<file path="config.mk">
export PLATFORM = sky130hd
export DESIGN_NAME = interrupted_run_segmenter
export DESIGN_NICKNAME = d
export VERILOG_FILES = /design/src/sv/irs_pkg.sv /design/src/sv/irs_core.sv /design/src/sv/irs_rq.sv /design/src/sv/interrupted_run_segmenter.sv
export SDC_FILE = /design/constraint.sdc
export NUM_CORES = 1
export LEC_CHECK = 0
export BUFFER_PORTS_ARGS = -buffer_cell sky130_fd_sc_hd__buf_4
export CAP_MARGIN = 20
export CORE_UTILIZATION = 34
export DETAILED_ROUTE_END_ITERATION = 10
export PLACE_DENSITY = 0.6
export SLEW_MARGIN = 20
export SYNTH_ARGS = -nofsm -noshare
export SYNTH_HDL_FRONTEND = slang
export SYNTH_SLANG_ARGS = --single-unit
</file>
<file path="constraint.sdc">
create_clock -name clk -period 18.4 [get_ports clk]
set_input_delay 3.68 -clock clk [delete_from_list [all_inputs] [get_ports clk]]
set_output_delay 3.68 -clock clk [all_outputs]
set_load 0.01 [all_outputs]
</file>
<file path="src/sv/irs_pkg.sv">
`timescale 1ns / 1ps
`default_nettype none

package irs_pkg;

  localparam int SYMBOL_CODES = 16;
  localparam int SYM_W        = $clog2(SYMBOL_CODES);
  localparam int POS_W        = 32;
  localparam int CNT_W        = 8;
  localparam int MINLEN_W     = 32;
  localparam int CFG_W        = 32;
  localparam int CFG_IDX_W    = 2;
  localparam int RQ_DEPTH     = 4;
  localparam int RQ_PTR_W     = $clog2(RQ_DEPTH);
  localparam int RQ_CNT_W     = $clog2(RQ_DEPTH + 1);

  // Configuration register indexes
  localparam logic [CFG_IDX_W-1:0] REG_VALID_MASK   = 2'd0;
  localparam logic [CFG_IDX_W-1:0] REG_INVALID_MASK = 2'd1;
  localparam logic [CFG_IDX_W-1:0] REG_INTR_BUDGET  = 2'd2;
  localparam logic [CFG_IDX_W-1:0] REG_SHORTEST_LEN = 2'd3;

  typedef struct packed {
    logic [SYMBOL_CODES-1:0] valid_mask;
    logic [SYMBOL_CODES-1:0] invalid_mask;
    logic [CNT_W-1:0]        intr_budget;
    logic [MINLEN_W-1:0]     shortest_len;
  } cfg_t;

  typedef struct packed {
    logic [POS_W-1:0] segment_begin;
    logic [POS_W-1:0] segment_end;
    logic             end_of_burst;
  } res_t;

  // Up to two results caused by one item, in delivery order
  typedef struct packed {
    logic v0;
    res_t r0;
    logic v1;
    res_t r1;
  } burst_t;

endpackage

`default_nettype wire

</file>
<file path="src/sv/irs_core.sv">
`timescale 1ns / 1ps
`default_nettype none

module irs_core import irs_pkg::*; (
  input  logic             clk,
  input  logic             rst,
  input  logic             item_go,
  input  logic [SYM_W-1:0] symbol,
  input  logic             last_symbol,
  input  cfg_t             cfg,
  output burst_t           burst
);

  logic             inside_run, inside_run_next;
  logic [CNT_W-1:0] interrupt_count, interrupt_count_next;
  logic [POS_W-1:0] run_begin, run_begin_next;
  logic [POS_W-1:0] position, position_next;
  // run_len tracks position - run_begin
  logic [POS_W-1:0] run_len, run_len_next;

  logic             is_valid, is_invalid, fail;
  logic [CNT_W-1:0] cnt_keep;
  logic [POS_W-1:0] max_ext, back, len0, end0, pos_inc, len1, begin1;

  always_comb begin
    is_valid   = cfg.valid_mask[symbol];
    is_invalid = cfg.invalid_mask[symbol];
    fail       = 1'b0;
    cnt_keep   = '0;
    if (!inside_run) begin
      fail = !is_valid;
    end else if (is_invalid && (interrupt_count < cfg.intr_budget)) begin
      cnt_keep = interrupt_count + CNT_W'(1);
    end else if (!is_valid) begin
      fail = 1'b1;
    end

    // back off the end by up to the interruption budget
    max_ext = POS_W'(cfg.intr_budget);
    back    = (max_ext < run_len) ? max_ext : run_len;
    len0    = run_len - back;
    end0    = position - back;
    pos_inc = position + POS_W'(1);
    len1    = fail ? '0 : run_len + POS_W'(1);
    begin1  = fail ? pos_inc : run_begin;

    burst.v0               = item_go && fail && (MINLEN_W'(len0) >= cfg.shortest_len);
    burst.r0.segment_begin = run_begin;
    burst.r0.segment_end   = end0;
    burst.v1               = item_go && last_symbol && (MINLEN_W'(len1) >= cfg.shortest_len);
    burst.r1.segment_begin = begin1;
    burst.r1.segment_end   = pos_inc;
    burst.r0.end_of_burst  = !burst.v1;
    burst.r1.end_of_burst  = 1'b1;
  end

  always_comb begin
    inside_run_next      = inside_run;
    interrupt_count_next = interrupt_count;
    run_begin_next       = run_begin;
    position_next        = position;
    run_len_next         = run_len;
    if (item_go) begin
      if (last_symbol) begin
        inside_run_next      = 1'b0;
        interrupt_count_next = '0;
        run_begin_next       = '0;
        position_next        = '0;
        run_len_next         = '0;
      end else begin
        inside_run_next      = !fail;
        interrupt_count_next = fail ? '0 : cnt_keep;
        run_begin_next       = begin1;
        position_next        = pos_inc;
        run_len_next         = len1;
      end
    end
  end

  always_ff @(posedge clk) begin
    if (rst) begin
      inside_run      <= 1'b0;
      interrupt_count <= '0;
      run_begin       <= '0;
      position        <= '0;
      run_len         <= '0;
    end else begin
      inside_run      <= inside_run_next;
      interrupt_count <= interrupt_count_next;
      run_begin       <= run_begin_next;
      position        <= position_next;
      run_len         <= run_len_next;
    end
  end

endmodule

`default_nettype wire

</file>
<file path="src/sv/irs_rq.sv">
`timescale 1ns / 1ps
`default_nettype none

module irs_rq import irs_pkg::*; (
  input  logic                clk,
  input  logic                rst,
  input  burst_t              burst,
  output logic                room,
  output logic                out_valid,
  input  logic                out_ready,
  output res_t                out_res
);

  res_t                entry [RQ_DEPTH];
  logic [RQ_PTR_W-1:0] wr_ptr, wr_ptr_next;
  logic [RQ_PTR_W-1:0] rd_ptr, rd_ptr_next;
  logic [RQ_CNT_W-1:0] count, count_next;
  logic [RQ_PTR_W-1:0] wr_ptr_inc;
  logic [1:0]          n_push;
  logic                pop;
  res_t                first;

  always_comb begin
    n_push      = {1'b0, burst.v0} + {1'b0, burst.v1};
    first       = burst.v0 ? burst.r0 : burst.r1;
    pop         = out_valid && out_ready;
    wr_ptr_inc  = wr_ptr + RQ_PTR_W'(1);
    wr_ptr_next = wr_ptr + RQ_PTR_W'(n_push);
    rd_ptr_next = pop ? rd_ptr + RQ_PTR_W'(1) : rd_ptr;
    count_next  = count + RQ_CNT_W'(n_push) - RQ_CNT_W'(pop);
    room        = count <= RQ_CNT_W'(RQ_DEPTH - 2);
    out_valid   = count != '0;
    out_res     = entry[rd_ptr];
  end

  always_ff @(posedge clk) begin
    if (n_push != 2'd0) begin
      entry[wr_ptr] <= first;
    end
    if (n_push == 2'd2) begin
      entry[wr_ptr_inc] <= burst.r1;
    end
  end

  always_ff @(posedge clk) begin
    if (rst) begin
      wr_ptr <= '0;
      rd_ptr <= '0;
      count  <= '0;
    end else begin
      wr_ptr <= wr_ptr_next;
      rd_ptr <= rd_ptr_next;
      count  <= count_next;
    end
  end

endmodule

`default_nettype wire

</file>
<file path="src/sv/interrupted_run_segmenter.sv">
`timescale 1ns / 1ps
`default_nettype none

// Channel   Direction  tdata (low bit up)                  tlast        tuser
// s_axis    in         symbol[3:0], zero pad to 8 bits     last_symbol  -
// m_axis    out        segment_begin[31:0], segment_end    end_of_burst -
// cfg       in         write enable, index, 32-bit data    -            -
//
// An item waits in the input register until the queue has room, then the segment logic
// pushes its zero, one or two results into a four-entry result queue.
// One item per cycle sustained while each causes at most one result and m_axis is
// not stalled; items that cause two are limited by the one-per-cycle result port.
// Input stalls only while the queue holds more than two results.
// Reset is synchronous; it clears the run state, queue, configuration registers and input valid flag.

module interrupted_run_segmenter import irs_pkg::*; (
  input  logic                 clk,
  input  logic                 rst,
  input  logic                 s_axis_tvalid,
  output logic                 s_axis_tready,
  input  logic [7:0]           s_axis_tdata,   // symbol[3:0], pad
  input  logic                 s_axis_tlast,   // last_symbol
  output logic                 m_axis_tvalid,
  input  logic                 m_axis_tready,
  output logic [2*POS_W-1:0]   m_axis_tdata,   // segment_begin, segment_end
  output logic                 m_axis_tlast,   // end_of_burst
  input  logic                 cfg_we,
  input  logic [CFG_IDX_W-1:0] cfg_index,
  input  logic [CFG_W-1:0]     cfg_data
);

  cfg_t             cfg;
  logic             in_valid;
  logic [SYM_W-1:0] sym_q;
  logic             last_q;
  logic             room;
  logic             advance;
  burst_t           burst;
  res_t             out_res;

  // Configuration registers: plain write, no read-back
  always_ff @(posedge clk) begin
    if (rst) begin
      cfg <= '0;
    end else if (cfg_we) begin
      case (cfg_index)
        REG_VALID_MASK:   cfg.valid_mask   <= cfg_data[SYMBOL_CODES-1:0];
        REG_INVALID_MASK: cfg.invalid_mask <= cfg_data[SYMBOL_CODES-1:0];
        REG_INTR_BUDGET:  cfg.intr_budget  <= cfg_data[CNT_W-1:0];
        REG_SHORTEST_LEN: cfg.shortest_len <= cfg_data[MINLEN_W-1:0];
        default:          cfg              <= cfg;
      endcase
    end
  end

  // Advance the held item once the queue can absorb a full burst
  assign advance       = in_valid && room;
  assign s_axis_tready = !in_valid || advance;

  always_ff @(posedge clk) begin
    if (rst) begin
      in_valid <= 1'b0;
    end else if (s_axis_tready) begin
      in_valid <= s_axis_tvalid;
    end
  end

  // Hold payload while the item waits
  always_ff @(posedge clk) begin
    if (s_axis_tvalid && s_axis_tready) begin
      sym_q  <= s_axis_tdata[SYM_W-1:0];
      last_q <= s_axis_tlast;
    end
  end

  irs_core u_core (
    .clk         (clk),
    .rst         (rst),
    .item_go     (advance),
    .symbol      (sym_q),
    .last_symbol (last_q),
    .cfg         (cfg),
    .burst       (burst)
  );

  irs_rq u_rq (
    .clk       (clk),
    .rst       (rst),
    .burst     (burst),
    .room      (room),
    .out_valid (m_axis_tvalid),
    .out_ready (m_axis_tready),
    .out_res   (out_res)
  );

  assign m_axis_tdata = {out_res.segment_end, out_res.segment_begin};
  assign m_axis_tlast = out_res.end_of_burst;

endmodule

`default_nettype wire

</file>
==> results.yml <==
synthesis:
  yosysSeqAreaShare: 0.443
  syn_area_um2: 26300
  synth_ff_type: "edfxtp_1"
  avgSynthCellArea_um2: 9.41
  synth_warnings: 0
  synthCells: 2799
  synth_edf_count: 261
  ys_types: 83
  ys_async_sr_fraction: 0
  ys_ff_latch: 452
min_path:
  hold_path.class: "reg -> reg"
die:
  die_w_um: 280
  ios: 115
  initial_utilization: 0.345
  row_count: 101
  die_h_um: 280
  die_area_um2: 78600
  coreArea_um2: 76300
clocking:
  cts_tree: "built"
  cts_buffer_depth: 3
  path_clk_slew_ns: 0.06
  clock_tree.root_cell: "clkbuf_16"
  cts-resized-gates: 0
  post_cts_buffers: 0
  numCtsBuffers: 49
  hold_buffers: 0
  h-tree-depth: 2
  clock_sinks: 452
  insertion_delay_ns: 0.63
global_route:
  overflow: 0
  grt_max_degree: 113
  grt_pass1_wl_um: 121000
  grt_usage: 0.198
  antenna_found_initial: 1
  grt_pass1_vias: 20476
pwr:
  internal_power_w: 0.00198
  peakVddDrop_uv: 73.0
  p_comb_frac: 0.221
  p_leak_nw: 10.5
  p_sw_w: 0.000835
  pwr_density_cell_nw_per_um2: 94.4
  clkPwrFrac: 0.366
  switching_share: 0.296
  share_seq_of_total_power: 0.413
timing:
  relSlewSlack: 0.249
  rsz0062_at_grt: "no"
  max_slew.worst_pin.slew_ns: 1.13
  drv_slew: 0
  tns_ns: 0
  setup_violations: 0
  fmax_ghz: 0.0884
  fin_skew_ns: 0.0449
  fin_crit_sh: 0.615
  hold_viol: 0
  hold_ws_ns: 0.453
  fin_crit_ns: 11.32
routing:
  drc: 0
  via_per_inst: 5.53
  wl_um: 78700
  firstDrtPassIters: 6
  drt_iter0_drc: 2100
  antenna_left: 0
  vias: 21433
  wl_per_cell_um: 20.3
cells_and_area:
  antenna_cells: 0
  fin_util: 0.391
  final_nets: 2974
  instances_no_fill: 3877
  drive_gt1_frac: 0.125
  syn_to_final_growth_pct: 13.2
critical_path:
  r2r-start: "u_core.run_len[5]"
  crit_required_ns: 18.84
  critPathArrivalTime_ns: 11.76
  crit_start: "u_core.run_len[5]"
  crit_end: "u_rq.entry[2][34]"
  crit_path_max_incr_delay_ns: 0.85
  reg2reg_depth: 37
  cp-end-kind: "flop"
  start_kind: "flop"
  critPathMaxFanout: 76
  cp_common_cell: "nand2_1"
  critical_path_class: "reg -> reg"
  r2r_end: "u_rq.entry[2][34]"
  r2r_slack_ns: 7.08
  crit_slowest_cell: "o21ai_0"
placement:
  dp.cells: 3784
  numPortBuffers: 110
  gp_congestion: 0.891
  place_hpwl_um: 50300
run_status:
  status: "completed"
run:
  cap_violations: 0
==> Yosys cell counts (all sizes together) (18+ instances only) <==
library cell    n  area [um2]
buf            23         104
nor2          292        1100
a22oi          26         195
nand2         319        1200
or3            22         143
inv            90         338
mux4           75        1690
and3           32         200
nand3          61         305
xnor2          66         578
xor2           57         499
dfxtp         191        3820
nand4          26         169
clkbuf        184         691
ha            119        1490
o21ai         169         853
a21oi         255        1300
nand2b         18         113
mux2i          38         380
o22ai         157         982
a21o           55         413
edfxtp        261        7840
nor3           47         235
==> per-stage QoR <==
stage	area, um2	worst slack [ns]	power, W
after floorplan	26400	8.99	0.00155
after global placement	28100	7.09	0.00181
after detailed placement	28100	7.05	0.00181
after CTS	29800	7.02	0.00285
after global routing	29800	6.22	0.00294
final	29800	7.08	0.00282
==> worst min path at each step <==
stage,start,end,slack (ns),cells after the start
after floorplan,cfg[42],cfg[42],0.43,2
after global placement,cfg[62],cfg[62],0.44,2
after detailed placement,cfg[42],cfg[42],0.44,2
after CTS,cfg[42],cfg[42],0.45,2
after global routing,cfg[42],cfg[42],0.47,2
final,cfg[71],cfg[71],0.45,2
==> state kept, by name, indices dropped and copies added, names as in the netlist, 3 cells and up, named ones only <==
register / flops
u_rq.count: 3
u_core.run_len: 32
u_core.interrupt_count: 8
u_core.run_begin: 32
u_rq.entry: 260
sym_q: 4
u_core.position: 32
cfg: 72
==> power by group through the flow <==
stage / logic (W) / clock network (W) / registers, W
6_report: 0.000621 / 0.00103 / 0.00116
5_1_grt: 0.000673 / 0.00109 / 0.00117
4_1_cts: 0.000627 / 0.00105 / 0.00117
3_5_place_dp: 0.000625 / 0 / 0.00119
3_3_place_gp: 0.000622 / 0 / 0.00119
2_1_floorplan: 0.000399 / 0 / 0.00116
==> cells in the final DEF, fill, tap and decap left out, types with 89 or more instances in the layout <==
master    instances
nand2_1         313
nor2_1          283
edfxtp_1        261
a21oi_1         251
dfxtp_1         189
o21ai_0         162
o22ai_1         157
buf_4           139
ha_1            119
inv_1            89
==> per-layer routing <==
metal  wire length (um)  vias to the layer above  track usage
met4               1970                        0       0.0542
met3               5420                      123       0.0280
met2              37500                      789        0.334
li1                   -                    10261            -
met1              33800                    10260        0.264
met5                  0                        -            0
==> cell type report <==
class,count,area (um2)
clock buffers,64,1380
clock inverters,28,294
fillers,7667,46500
inverters,90,338
multi-input cells,2072,13800
flip-flops and latches,452,11700
well taps,1030,1290
repair buffers,141,1080
==> critical path, delay by kind of cell (launching register included) <==
family          cells  cell delay [ns]
simple gates       17             3.82
xor+xnor            1             0.11
flops               1             0.55
buf+inv             5             1.98
fa+ha+maj           6             1.91
compound gates      8             2.72
==> logic make-up (layout without fill, tap and decap cells) <==
kind of cell / after synthesis / count (layout) / synth area share
compound gates: 776 / 776 / 0.178
xor+xnor: 123 / 123 / 0.0409
fa+ha+maj: 123 / 123 / 0.0585
buf+inv: 297 / 323 / 0.0430
flops: 452 / 452 / 0.443
mux: 120 / 120 / 0.0816
other cells: 1 / 23 / 0.000142
simple gates: 907 / 907 / 0.155
(Power assumes the default switching activity.)
